**src/graph_depth_first_timestamps_macros.svh**
```systemverilog
// Assertion macros shared by the search block.
// No dependencies.
`ifndef GRAPH_DEPTH_FIRST_TIMESTAMPS_MACROS_SVH
`define GRAPH_DEPTH_FIRST_TIMESTAMPS_MACROS_SVH
// implication checked on every clock edge outside reset
`define GDF_ASSERT_IMPL(label, clk, rst_n, ante, cons) \
  label: assert property (@(posedge clk) disable iff (!rst_n) (ante) |-> (cons)) \
    else $error("assertion failed");
// implication whose consequent is checked in the cycle after the antecedent
`define GDF_ASSERT_NEXT(label, clk, rst_n, ante, cons) \
  label: assert property (@(posedge clk) disable iff (!rst_n) (ante) |=> (cons)) \
    else $error("assertion failed");
`endif

```
**src/gdf_pkg.sv**
```systemverilog
// Types and constants of the depth-first search block.
// No dependencies.
package gdf_pkg;
  localparam int unsigned ResultCap = 32;

  localparam logic [2:0] StatusOk    = 3'd0;
  localparam logic [2:0] StatusSelf  = 3'd1;
  localparam logic [2:0] StatusDup   = 3'd2;
  localparam logic [2:0] StatusRange = 3'd3;
  localparam logic [2:0] StatusFull  = 3'd4;

  localparam logic [1:0] ColorWhite = 2'd0;
  localparam logic [1:0] ColorGray  = 2'd1;
  localparam logic [1:0] ColorBlack = 2'd2;

  typedef struct packed {
    logic       mode;
    logic [4:0] from_node;
    logic [4:0] to_node;
  } in_word_t;

  typedef struct packed {
    logic [2:0] status;
    logic [4:0] node_index;
    logic [5:0] discovery_time;
    logic [5:0] finish_time;
    logic [4:0] parent_node;
    logic       has_parent;
    logic       last;
  } out_word_t;

  typedef enum logic [10:0] {
    StIdle    = 11'b00000000001,
    StAddRd   = 11'b00000000010,
    StAddScan = 11'b00000000100,
    StAddEnd  = 11'b00000001000,
    StRoot    = 11'b00000010000,
    StTop     = 11'b00000100000,
    StEdgeRd  = 11'b00001000000,
    StEdge    = 11'b00010000000,
    StEmitRd  = 11'b00100000000,
    StEmit    = 11'b01000000000,
    StClear   = 11'b10000000000
  } state_e;

  // controller commands to the datapath
  typedef struct packed {
    logic take_in;
    logic add_rd;
    logic add_scan;
    logic add_end;
    logic root_step;
    logic top_step;
    logic edge_rd;
    logic edge_step;
    logic emit_rd;
    logic emit_step;
    logic clear_step;
  } cmd_t;

  // datapath status to the controller
  typedef struct packed {
    logic in_mode;
    logic add_early;
    logic scan_done;
    logic root_found;
    logic roots_done;
    logic top_has_edge;
    logic stack_empty;
    logic emit_last;
    logic out_free;
    logic clear_done;
  } stat_t;
endpackage

```
**src/gdf_ctrl.sv**
```systemverilog
// Controller state machine of the search block.
// Depends on gdf_pkg.
module gdf_ctrl (
  input  logic           clk_i,
  input  logic           rst_ni,
  input  logic           in_valid_i,
  input  gdf_pkg::stat_t stat_i,
  output gdf_pkg::cmd_t  cmd_o
);
  gdf_pkg::state_e state_q, state_d;

  always_comb begin
    state_d = state_q;
    cmd_o   = '0;
    case (state_q)
      gdf_pkg::StIdle: begin
        if (in_valid_i) begin
          cmd_o.take_in = 1'b1;
          state_d = stat_i.in_mode ? gdf_pkg::StRoot : gdf_pkg::StAddRd;
        end
      end
      gdf_pkg::StAddRd: begin
        if (stat_i.add_early) state_d = gdf_pkg::StAddEnd;
        else begin
          cmd_o.add_rd = 1'b1;
          state_d = gdf_pkg::StAddScan;
        end
      end
      gdf_pkg::StAddScan: begin
        cmd_o.add_scan = 1'b1;
        if (stat_i.scan_done) state_d = gdf_pkg::StAddEnd;
      end
      gdf_pkg::StAddEnd: begin
        if (stat_i.out_free) begin
          cmd_o.add_end = 1'b1;
          state_d = gdf_pkg::StIdle;
        end
      end
      gdf_pkg::StRoot: begin
        cmd_o.root_step = 1'b1;
        if (stat_i.roots_done) state_d = gdf_pkg::StEmitRd;
        else if (stat_i.root_found) state_d = gdf_pkg::StTop;
      end
      gdf_pkg::StTop: begin
        cmd_o.top_step = 1'b1;
        if (stat_i.top_has_edge) state_d = gdf_pkg::StEdgeRd;
        else if (stat_i.stack_empty) state_d = gdf_pkg::StRoot;
      end
      gdf_pkg::StEdgeRd: begin
        cmd_o.edge_rd = 1'b1;
        state_d = gdf_pkg::StEdge;
      end
      gdf_pkg::StEdge: begin
        cmd_o.edge_step = 1'b1;
        state_d = gdf_pkg::StTop;
      end
      gdf_pkg::StEmitRd: begin
        cmd_o.emit_rd = 1'b1;
        state_d = gdf_pkg::StEmit;
      end
      gdf_pkg::StEmit: begin
        if (stat_i.out_free) begin
          cmd_o.emit_step = 1'b1;
          state_d = stat_i.emit_last ? gdf_pkg::StClear : gdf_pkg::StEmitRd;
        end
      end
      gdf_pkg::StClear: begin
        cmd_o.clear_step = 1'b1;
        state_d = gdf_pkg::StIdle;
      end
      default: state_d = gdf_pkg::StIdle;
    endcase
  end

  always_ff @(posedge clk_i or negedge rst_ni) begin
    if (!rst_ni) state_q <= gdf_pkg::StIdle;
    else state_q <= state_d;
  end
endmodule

```
**config.mk**
```make
export PLATFORM = sky130hd
export DESIGN_NAME = gdf_ctrl
export DESIGN_NICKNAME = d
export VERILOG_FILES = /design/src/graph_depth_first_timestamps_macros.svh /design/src/gdf_pkg.sv /design/src/gdf_ctrl.sv
export SDC_FILE = /design/constraint.sdc
export NUM_CORES = 1
export LEC_CHECK = 0
export ABC_AREA = 1
export BUFFER_PORTS_ARGS = -buffer_cell sky130_fd_sc_hd__buf_2
export CORE_ASPECT_RATIO = 1.1
export CORE_MARGIN = 2
export CORE_UTILIZATION = 47
export DETAILED_ROUTE_END_ITERATION = 8
export GPL_ROUTABILITY_DRIVEN = 0
export PLACE_DENSITY_LB_ADDON = 0.08
export SYNTH_ARGS = -nofsm -noshare
export SYNTH_HDL_FRONTEND = slang
export SYNTH_SLANG_ARGS = --single-unit
export TNS_END_PERCENT = 1
```
**constraint.sdc**
```tcl
create_clock -name clk_i -period 2.4 [get_ports clk_i]
set_input_delay 0.48 -clock clk_i [delete_from_list [all_inputs] [get_ports clk_i]]
set_output_delay 0.48 -clock clk_i [all_outputs]
set_load 0.01 [all_outputs]
```
==> impl_metrics.csv, run 1 <==
group,metric,value,unit
run_status,outcome,"finished, final reports clean",
floorplan,start_util,0.490,
sta,timing.hold.ws,0.0589,ns
route,wl,2140,um
setup_path,slowest_delay,0.41,ns
clocking,cts_sinks,11,
setup_path,cp-start-kind,"flop",
setup_path,cp_slowest_cell,"dfrtp_1",
yosys,syn-mean-instance-area,6.69,um^2
yosys,yosysWarnings,0,
clocking,cts_setup_buffers,0,
setup_path,arrival,1.50,ns
pwr,p_leak,0.708,nW
cells_and_area,drive_gt1_frac,0.322,
run,maxCapViolCount,0,
sta,period_share,0.825,
route,wl_met2,1020,um
cells_and_area,area_growth,17.8,%
route,via_per_inst,4.77,
yosys,synth_edf_count,0,
clocking,htreeDepth,1,
clocking,clk_pin_slew,0.08,ns
sta,worst_pin_slew,0.288,ns
sta,period_minus_slack,1.98,ns
floorplan,core.rowCount,17,
clocking,ctsResizeCount,0,
route,dr.first_iter.drc_count,14,
setup_path,crit_family,"simple AND/OR/NAND/NOR gates",
clocking,clock_latency,0.28,ns
route,maxUsedRoutingLayer,"met4",
global_route,antenna_found_initial,0,
setup_path,crit_chain,"nor2_2 > nand2_4 > nor2_8 > nand2_1 > nor2_1 > buf_2",
clocking,cts_buffers,3,
floorplan,core_area,1980,um^2
yosys,yosys-top-cells-area,"dfrtp_1 (26%), nand2_1 (13%), inv_1 (12%), nor2_2 (7.1%), nor2_8 (6.2%)",
cells_and_area,fill_cells,221,
yosys,synth_top_family_by_area,"simple AND/OR/NAND/NOR gates",
global_route,grt_first_pass_wirelength,3450,um
cells_and_area,multiInputGateArea,559,um^2
clocking,cts_root_buffer,"clkbuf_4",
setup_path,path_max_fanout,7,
pwr,p_per_area,841,nW/um^2
route,vias,949,
yosys,synth.most_common_cell,"nand2_1",
global_route,grt_usage,0.203,
floorplan,io_pins,24,
yosys,synthAdderAreaFrac,0,
yosys,synth_xor_area_frac,0,
cells_and_area,largest_reg_flops,11,
sta,final.setup.tns,0,ns
yosys,synthFlopType,"dfrtp_1",
yosys,synth_compound_area_frac,0.0387,
route,wl_met3,94,um
yosys,synth.top_cell.area_share,0.258,
yosys,synth_nets,158,
route,dr.pass1.iters,4,
cells_and_area,antennaDiodeCount,0,
pwr,ir_worst_vdd,0.419,mV
placed_design,postPlaceCellArea,1110,um^2
cells_and_area,seq_area,277,um^2
yosys,synth.distinct_cells,19,
route,drt-met1-wl,996,um
setup_path,critPathKind,"flop to primary output",
cells_and_area,reg_top3,"state_q: 11 flops",
global_route,grt_pass1_vias,861,
floorplan,die_h,51.6,um
placed_design,dp_slack,0.727,ns
yosys,yosys.area_share.simple,0.538,
route,wl_per_cell,10.8,um
sta,hold_violations,0,
global_route,grt_remaining_overflow,0,
yosys,netlist_instances,145,
sta,rsz0062_at_grt,"no",
cells_and_area,fin_util,0.577,
sta,setup_viol,0,
setup_path,crit_path_end_kind,"primary output",
sta,timing.fmax,505,MHz
min_path,hold_path.class,"input port to asynchronous set/reset pin",
global_route,grt_start_max_net_pins,12,
route,drc,0,
floorplan,fp.dieW,47.3,um
clocking,cts_tree,"done",
sta,maxSlewViolCount,0,
floorplan,die-area,2440,um^2
yosys,synth_commonest_cells,"nand2_1 (33), inv_1 (31), nor2_1 (13), nor2_2 (11)",
yosys,synth_seq_area_share,0.285,
cells_and_area,top_register,"state_q",
yosys,yosysTopAreaCell,"dfrtp_1",
yosys,synth_mux_area_frac,0,
placed_design,port-buffer-count,22,
sta,finalClockSkew,0.00111,ns
setup_path,crit_buf_inv,1,
cells_and_area,fin_area,1140,um^2
yosys,ys_ff_latch,11,
clocking,hold_buffers,0,
sta,relSlewSlack,0.807,
placed_design,dpl.hpwl,1760,um
route,antenna_left,0,
cells_and_area,nets,185,
yosys,async_reset_ff_frac,1.00,
sta,setup_ws,0.420,ns
clocking,clockBufferDepth,2,
setup_path,required,1.92,ns
yosys,syn-cell-area,970,um^2
[path summary, 6_finish.rpt]
path | from | to | slack, ns | cells past startpoint
max in group asynchronous | rst_ni | state_q[0] | 2.07 | 1
setup / recovery | state_q[4] | cmd_o[9] | 0.42 | 6
hold reg to reg | state_q[8] | state_q[10] | 0.60 | 3
hold / removal | rst_ni | state_q[10] | 0.06 | 1
setup reg to reg | state_q[0] | state_q[10] | 0.82 | 10
min in group clk_i | stat_i[1] | state_q[9] | 0.41 | 2
[kinds of logic (layout without fill, tap and decap cells)]
kind of cell    Yosys count  count (layout)
buf+inv                  35              61
flops                    11              11
simple gates             92              92
compound gates            7               7
[layer usage]
layer  vias to the layer above  GRT usage
met4                         0     0.0833
met2                        19      0.315
li1                        494          -
met1                       432      0.267
met3                         4     0.0417
met5                         -          0
[through the flow]
step / total power, mW / std cells
2_1_floorplan: 0.721 / 145
3_3_place_gp: 0.824 / 195
3_5_place_dp: 0.829 / 195
4_1_cts: 0.967 / 199
5_1_grt: 1.04 / 199
6_report: 0.961 / 199
[where the power goes]
group / internal [mW] / switching [mW] / total (mW)
combinational: 0.191 / 0.388 / 0.580
sequential: 0.220 / 0.0279 / 0.248
clock: 0.0619 / 0.0719 / 0.134
total: 0.473 / 0.488 / 0.961
[layout make-up]
cell class | instances | area share
sequential | 11 | 0.242
multi-input combinational | 99 | 0.490
clock inverter | 1 | 0.00438
timing repair buffer | 22 | 0.0964
inverter | 35 | 0.117
clock buffer | 3 | 0.0197
tap | 28 | 0.0307
[layout by cell type (no fill, tap or decap), drive strengths merged]
cell type  netlist  layout
nand3           12      12
dfstp            1       1
o22ai            2       2
dfrtp           10      10
nor2            29      29
inv             35      35
buf              0      22
clkinv           0       1
o21ai            5       5
nor3             6       6
clkbuf           0       3
nand4            6       6
nand2           39      39
Note: power is estimated with default switching activity, not from simulation.
==> inputs of run 2 (changes only) <==
--- a/config.mk
+++ b/config.mk
@@ -5,7 +5,7 @@
 export SDC_FILE = /design/constraint.sdc
 export NUM_CORES = 1
 export LEC_CHECK = 0
-export ABC_AREA = 1
+export ABC_AREA = 0
 export BUFFER_PORTS_ARGS = -buffer_cell sky130_fd_sc_hd__buf_2
 export CORE_ASPECT_RATIO = 1.1
 export CORE_MARGIN = 2
==> constraint.sdc (replaced) <==
create_clock -name clk_i -period 1.83 [get_ports clk_i]
set_input_delay 0.366 -clock clk_i [delete_from_list [all_inputs] [get_ports clk_i]]
set_output_delay 0.366 -clock clk_i [all_outputs]
set_load 0.01 [all_outputs]
==> impl_metrics.csv, run 2 <==
group,metric,value,unit
route,via_per_inst,5.63,
floorplan,start_util,0.501,
route,drc,0,
route,drt-met1-wl,879,um
yosys,synthAdderAreaFrac,0,
yosys,synth_mux_area_frac,0.0256,
global_route,grt_first_pass_wirelength,3270,um
clocking,cts_sinks,11,
route,antenna_left,0,
setup_path,crit_start,"state_q[10]",
sta,setup_ws,-0.344,ns
sta,rsz0062_at_grt,"yes",
sta,period_share,1.19,
clocking,clock_latency,0.27,ns
yosys,synth.most_common_cell,"nor2_1",
yosys,syn-mean-instance-area,8.77,um^2
sta,final.setup.tns,-2.50,ns
yosys,synth_nets,102,
yosys,synthFlopType,"dfrtp_1",
setup_path,required,1.46,ns
yosys,async_reset_ff_frac,1.00,
setup_path,critPathKind,"flop to primary output",
route,wl_per_cell,13.7,um
yosys,yosys-top-cells-area,"dfrtp_1 (32%), nor3b_1 (5.8%), nor2_1 (5.3%), nor3_1 (5.1%), nand2b_1 (4.0%)",
global_route,grt_start_max_net_pins,12,
floorplan,die_h,46.7,um
setup_path,r2r_cells,5,
clocking,clk_pin_slew,0.07,ns
setup_path,worstSetupEndpoint,"cmd_o[3]",
run,maxCapViolCount,0,
sta,hold_violations,0,
setup_path,crit_path_end_kind,"primary output",
yosys,syn-cell-area,781,um^2
sta,relSlewSlack,0.818,
global_route,grt_usage,0.219,
run_status,violations,"negative setup slack",
cells_and_area,mostFrequentLayoutCells,"buf_2 (21), buf_4 (15), dfrtp_1 (10)",
cells_and_area,drive_gt1_frac,0.457,
pwr,ir_worst_vdd,0.820,mV
floorplan,core_area,1560,um^2
cells_and_area,reg_top3,"state_q: 11 flops",
setup_path,r2r_start,"state_q[4]",
setup_path,arrival,1.81,ns
min_path,hold_path.class,"input port to flop",
yosys,synth_commonest_cells,"nor2_1 (11), dfrtp_1 (10), nor3_1 (8), nor3b_1 (6), nand2b_1 (5)",
route,vias,810,
cells_and_area,final_common_cell,"buf_2",
yosys,synth.distinct_cells,34,
route,dr.pass1.iters,4,
yosys,synth_top_family_by_area,"simple AND/OR/NAND/NOR gates",
floorplan,io_pins,24,
sta,worst_pin_slew,0.272,ns
setup_path,cp-start-kind,"flop",
cells_and_area,nets,141,
clocking,cts_root_buffer,"clkbuf_4",
cells_and_area,area_growth,42.0,%
yosys,yosysWarnings,0,
setup_path,path_max_fanout,3,
floorplan,die-area,2000,um^2
placed_design,dp_slack,-0.119,ns
sta,finalClockSkew,0.00522,ns
yosys,synth_compound_area_frac,0.107,
route,dr.first_iter.drc_count,8,
placed_design,dpl.hpwl,1490,um
sta,timing.fmax,460,MHz
global_route,grt_remaining_overflow,0,
run_status,outcome,"finished, violations left",
placed_design,port-buffer-count,22,
pwr,p_leak,0.517,nW
yosys,yosysTopAreaCell,"dfrtp_1",
clocking,cts_tree,"done",
sta,setup_viol,12,
sta,period_minus_slack,2.17,ns
yosys,ys_ff_latch,11,
setup_path,r2r-end,"state_q[3]",
yosys,netlist_instances,89,
cells_and_area,top_register,"state_q",
yosys,synth_edf_count,0,
route,wl_met3,70,um
pwr,p_per_area,1200,nW/um^2
yosys,synth_seq_area_share,0.354,
route,wl,1970,um
cells_and_area,antennaDiodeCount,0,
yosys,synth.top_cell.area_share,0.321,
clocking,cts_buffers,3,
cells_and_area,largest_reg_flops,11,
clocking,clockBufferDepth,2,
floorplan,fp.dieW,42.9,um
global_route,antenna_found_initial,0,
route,maxUsedRoutingLayer,"met4",
floorplan,core.rowCount,15,
route,wl_met2,985,um
yosys,yosys.area_share.simple,0.413,
global_route,grt_pass1_vias,747,
clocking,htreeDepth,1,
yosys,synth_xor_area_frac,0.0224,
sta,maxSlewViolCount,0,
setup_path,reg2reg_slack,-0.03,ns
run 2: changes by cell type in the layout (fill, tap and decap cells not counted), moves of 8 or more:
cell     before  now
nand2_1      33    1
inv_1        31    4
buf_4         0   15
nor2_2       11    2
nand3_1      10    2
run 2: metal layers:
layer | track usage | vias up
met4 | 0.113 | 0
met1 | 0.285 | 386
li1 | - | 400
met3 | 0.0231 | 4
met2 | 0.370 | 20
met5 | 0 | -
run 2: metrics by stage:
step            util  instance area, um^2  instances  total power, mW  hold WS (ns)
4_1_cts        0.697                 1090        144             1.31         0.265
3_5_place_dp   0.647                 1010        138             1.06         0.251
3_3_place_gp   0.647                 1010        138             1.05         0.250
5_1_grt        0.712                 1110        144             1.42         0.271
2_1_floorplan      -                  816         89            0.848        0.0704
6_report       0.712                 1110        144             1.33         0.278
run 2: worst max-delay path, cell delays in order, from the launching register on:
cell	delay [ns]
dfrtp_1	0.41
nor4_4	0.30
nand3b_1	0.14
or3_4	0.38
nor3b_4	0.16
buf_2	0.15
run 2: worst min-delay path by stage:
stage / from / endpoint / slack [ns] / cells after the start
after floorplan: rst_ni / state_q[10] / 0.07 / 0
after global placement: rst_ni / state_q[6] / 0.25 / 1
after detailed placement: rst_ni / state_q[6] / 0.25 / 1
after CTS: stat_i[9] / state_q[1] / 0.26 / 2
after global routing: stat_i[9] / state_q[1] / 0.27 / 2
final: stat_i[9] / state_q[1] / 0.28 / 2
run 2: layout make-up:
type | instances | area [um^2]
inverter | 4 | 15.0
clock buffer | 4 | 26.3
timing repair buffer | 38 | 239
multi-input combinational | 70 | 531
sequential | 11 | 277
fill | 140 | 449
tap | 17 | 21.3
run 2: kinds of logic (layout without fill, tap and decap cells):
| logic type | count (synthesis) | in the layout |
|---|---|---|
| DFF | 11 | 11 |
| xor gates and xnor gates | 2 | 2 |
| AOI/OAI and AO/OA | 13 | 13 |
| muxes | 2 | 2 |
| and+or+nand+nor | 53 | 53 |
| buffers and inverters | 8 | 46 |
run 2: repair_timing:
action                                 in CTS  in global routing
resized for setup                           8                  5
pin swaps                                   2                  3
endpoints found under the hold margin      10                  0
setup endpoints to repair                  16                 17
hold buffers                                1                  0
setup buffers                               1                  0
run 2: power by group:
part / internal [mW] / total (mW) / switching (mW) / leakage, nW
Sequential: 0.296 / 0.356 / 0.0597 / 0.149
Clock: 0.0845 / 0.172 / 0.0872 / 0.0150
Combinational: 0.391 / 0.797 / 0.406 / 0.354
==> inputs of run 3 (changes only) <==
--- a/config.mk
+++ b/config.mk
@@ -6,7 +6,7 @@
 export NUM_CORES = 1
 export LEC_CHECK = 0
 export ABC_AREA = 0
-export BUFFER_PORTS_ARGS = -buffer_cell sky130_fd_sc_hd__buf_2
+export BUFFER_PORTS_ARGS = -buffer_cell sky130_fd_sc_hd__buf_4
 export CORE_ASPECT_RATIO = 1.1
 export CORE_MARGIN = 2
 export CORE_UTILIZATION = 47
==> impl_metrics.csv, run 3 (same netlist as run 2, synthesis figures left out) <==
group,metric,value,unit
global_route,grt_usage,0.254,
global_route,grt_start_max_net_pins,12,
pwr,p_per_area,1210,nW/um^2
setup_path,slowest_delay,0.43,ns
sta,period_minus_slack,2.24,ns
floorplan,die_h,46.7,um
setup_path,crit_path_end_kind,"primary output",
route,wl_per_cell,15.1,um
cells_and_area,top_register,"state_q",
placed_design,dpl.hpwl,1620,um
cells_and_area,mostFrequentLayoutCells,"buf_4 (36), dfrtp_1 (10), nor2_1 (9)",
sta,worst_pin_slew,0.229,ns
placed_design,port-buffer-count,22,
sta,setup_viol,13,
clocking,cts_tree,"done",
floorplan,start_util,0.501,
floorplan,core_area,1560,um^2
cells_and_area,final_common_cell,"buf_4",
setup_path,reg2reg_slack,-0.06,ns
route,vias,837,
run_status,violations,"negative setup slack",
route,dr.first_iter.drc_count,8,
sta,setup_ws,-0.406,ns
floorplan,die-area,2000,um^2
clocking,cts_sinks,11,
run_status,outcome,"finished, violations left",
global_route,use_met3,0.0385,
floorplan,fp.dieW,42.9,um
route,drc,0,
sta,hold_violations,0,
setup_path,cp_slowest_cell,"dfrtp_1",
global_route,grt_first_pass_wirelength,3680,um
cells_and_area,nets,145,
route,antenna_left,0,
pwr,ir_worst_vdd,0.826,mV
setup_path,path_max_fanout,3,
cells_and_area,antennaDiodeCount,0,
pwr,p_leak,0.554,nW
cells_and_area,largest_reg_flops,11,
placed_design,dp_slack,-0.130,ns
route,via_per_inst,5.66,
sta,timing.hold.ws,0.236,ns
setup_path,r2r_start,"state_q[4]",
run,maxCapViolCount,0,
setup_path,critPathKind,"flop to primary output",
clocking,clock_latency,0.29,ns
global_route,grt_most_used_layer,"met2",
sta,timing.fmax,447,MHz
global_route,gr-usage-met1,0.334,
sta,period_share,1.22,
clocking,clk_pin_slew,0.09,ns
sta,rsz0062_at_grt,"yes",
setup_path,r2r_cells,5,
floorplan,io_pins,24,
placed_design,postPlaceCellArea,1080,um^2
cells_and_area,fin_area,1220,um^2
cells_and_area,drive_gt1_frac,0.473,
global_route,grt_remaining_overflow,0,
route,dr.pass1.iters,4,
clocking,cts_buffers,3,
floorplan,core.rowCount,15,
setup_path,arrival,1.87,ns
min_path,hold_path.class,"input port to flop",
cells_and_area,fill_cells,122,
global_route,grtUsageMet2,0.421,
placed_design,dpl.cell_count,141,
setup_path,required,1.46,ns
cells_and_area,reg_top3,"state_q: 11 flops",
sta,maxSlewViolCount,0,
min_path,holdPathEnd,"state_q[1]",
sta,relSlewSlack,0.846,
sta,finalClockSkew,0.00798,ns
global_route,antenna_found_initial,0,
clocking,cts_root_buffer,"clkbuf_4",
min_path,hold_path.startpoint,"stat_i[9]",
cells_and_area,area_growth,55.9,%
setup_path,cp-start-kind,"flop",
min_path,hold_depth,2,
clocking,htreeDepth,1,
global_route,grt_pass1_vias,794,
cells_and_area,fin_cells,148,
setup_path,r2r-end,"state_q[3]",
clocking,clockBufferDepth,2,
setup_path,crit_chain,"nor4_4 > nand3b_1 > or3_4 > nor3b_4 > buf_6",
route,wl,2230,um
run 3: cell types whose count changed in the layout (fill, tap and decap cells not counted), moves of 2 or more:
cell | before | now
buf_6 | 1 | 5
nor2_2 | 2 | 0
buf_2 | 21 | 0
buf_4 | 15 | 36
run 3: metrics by stage:
step	power, mW	setup TNS [ns]	utilization
finish	1.48	-3.28	0.782
global route	1.57	-4.61	0.782
CTS	1.38	-3.01	0.753
detailed placement	1.12	-0.838	0.696
global placement	1.09	-0.402	0.696
floorplan	0.848	-0.370	-
run 3: where the power goes:
part	total (mW)	internal [mW]	switching (mW)
logic	0.940	0.474	0.467
clock network	0.187	0.0848	0.102
registers	0.348	0.296	0.0515
total	1.48	0.855	0.621
run 3: worst max path at each step:
stage               cells after the start  slack [ns]        from    endpoint
finish                                  5       -0.41  state_q[1]    cmd_o[3]
global route                            5       -0.48  state_q[1]    cmd_o[4]
CTS                                     5       -0.41  state_q[1]    cmd_o[3]
detailed placement                      6       -0.13  state_q[4]  state_q[3]
global placement                        4       -0.09  state_q[1]    cmd_o[2]
floorplan                               4       -0.08  state_q[1]    cmd_o[3]
run 3: metal layers:
layer	vias up	routed length, um
li1	409	-
met1	404	994
met2	19	1120
met3	5	81
met4	0	37
met5	-	0
run 3: critical path: cells and delay by family, from the launching register on:
kind / cells / cell delay (ns)
AND/OR/NAND/NOR: 4 / 1.03
flip-flops: 1 / 0.43
buffers and inverters: 1 / 0.12
run 3: final cells by class:
cell class | count | area [um^2] | area share
Multi-Input combinational cell | 70 | 542 | 0.445
Inverter | 4 | 15.0 | 0.0123
Clock buffer | 4 | 26.3 | 0.0216
Sequential cell | 11 | 277 | 0.227
Tap cell | 17 | 21.3 | 0.0175
Timing Repair Buffer | 42 | 337 | 0.276
run 3: what timing repair did:
action | CTS | global route
endpoints found under the hold margin | 10 | 0
pin swaps | 3 | 3
resized for setup | 9 | 9
hold buffers | 1 | 0
setup endpoints to repair | 17 | 17
buffers inserted | 1 | 1
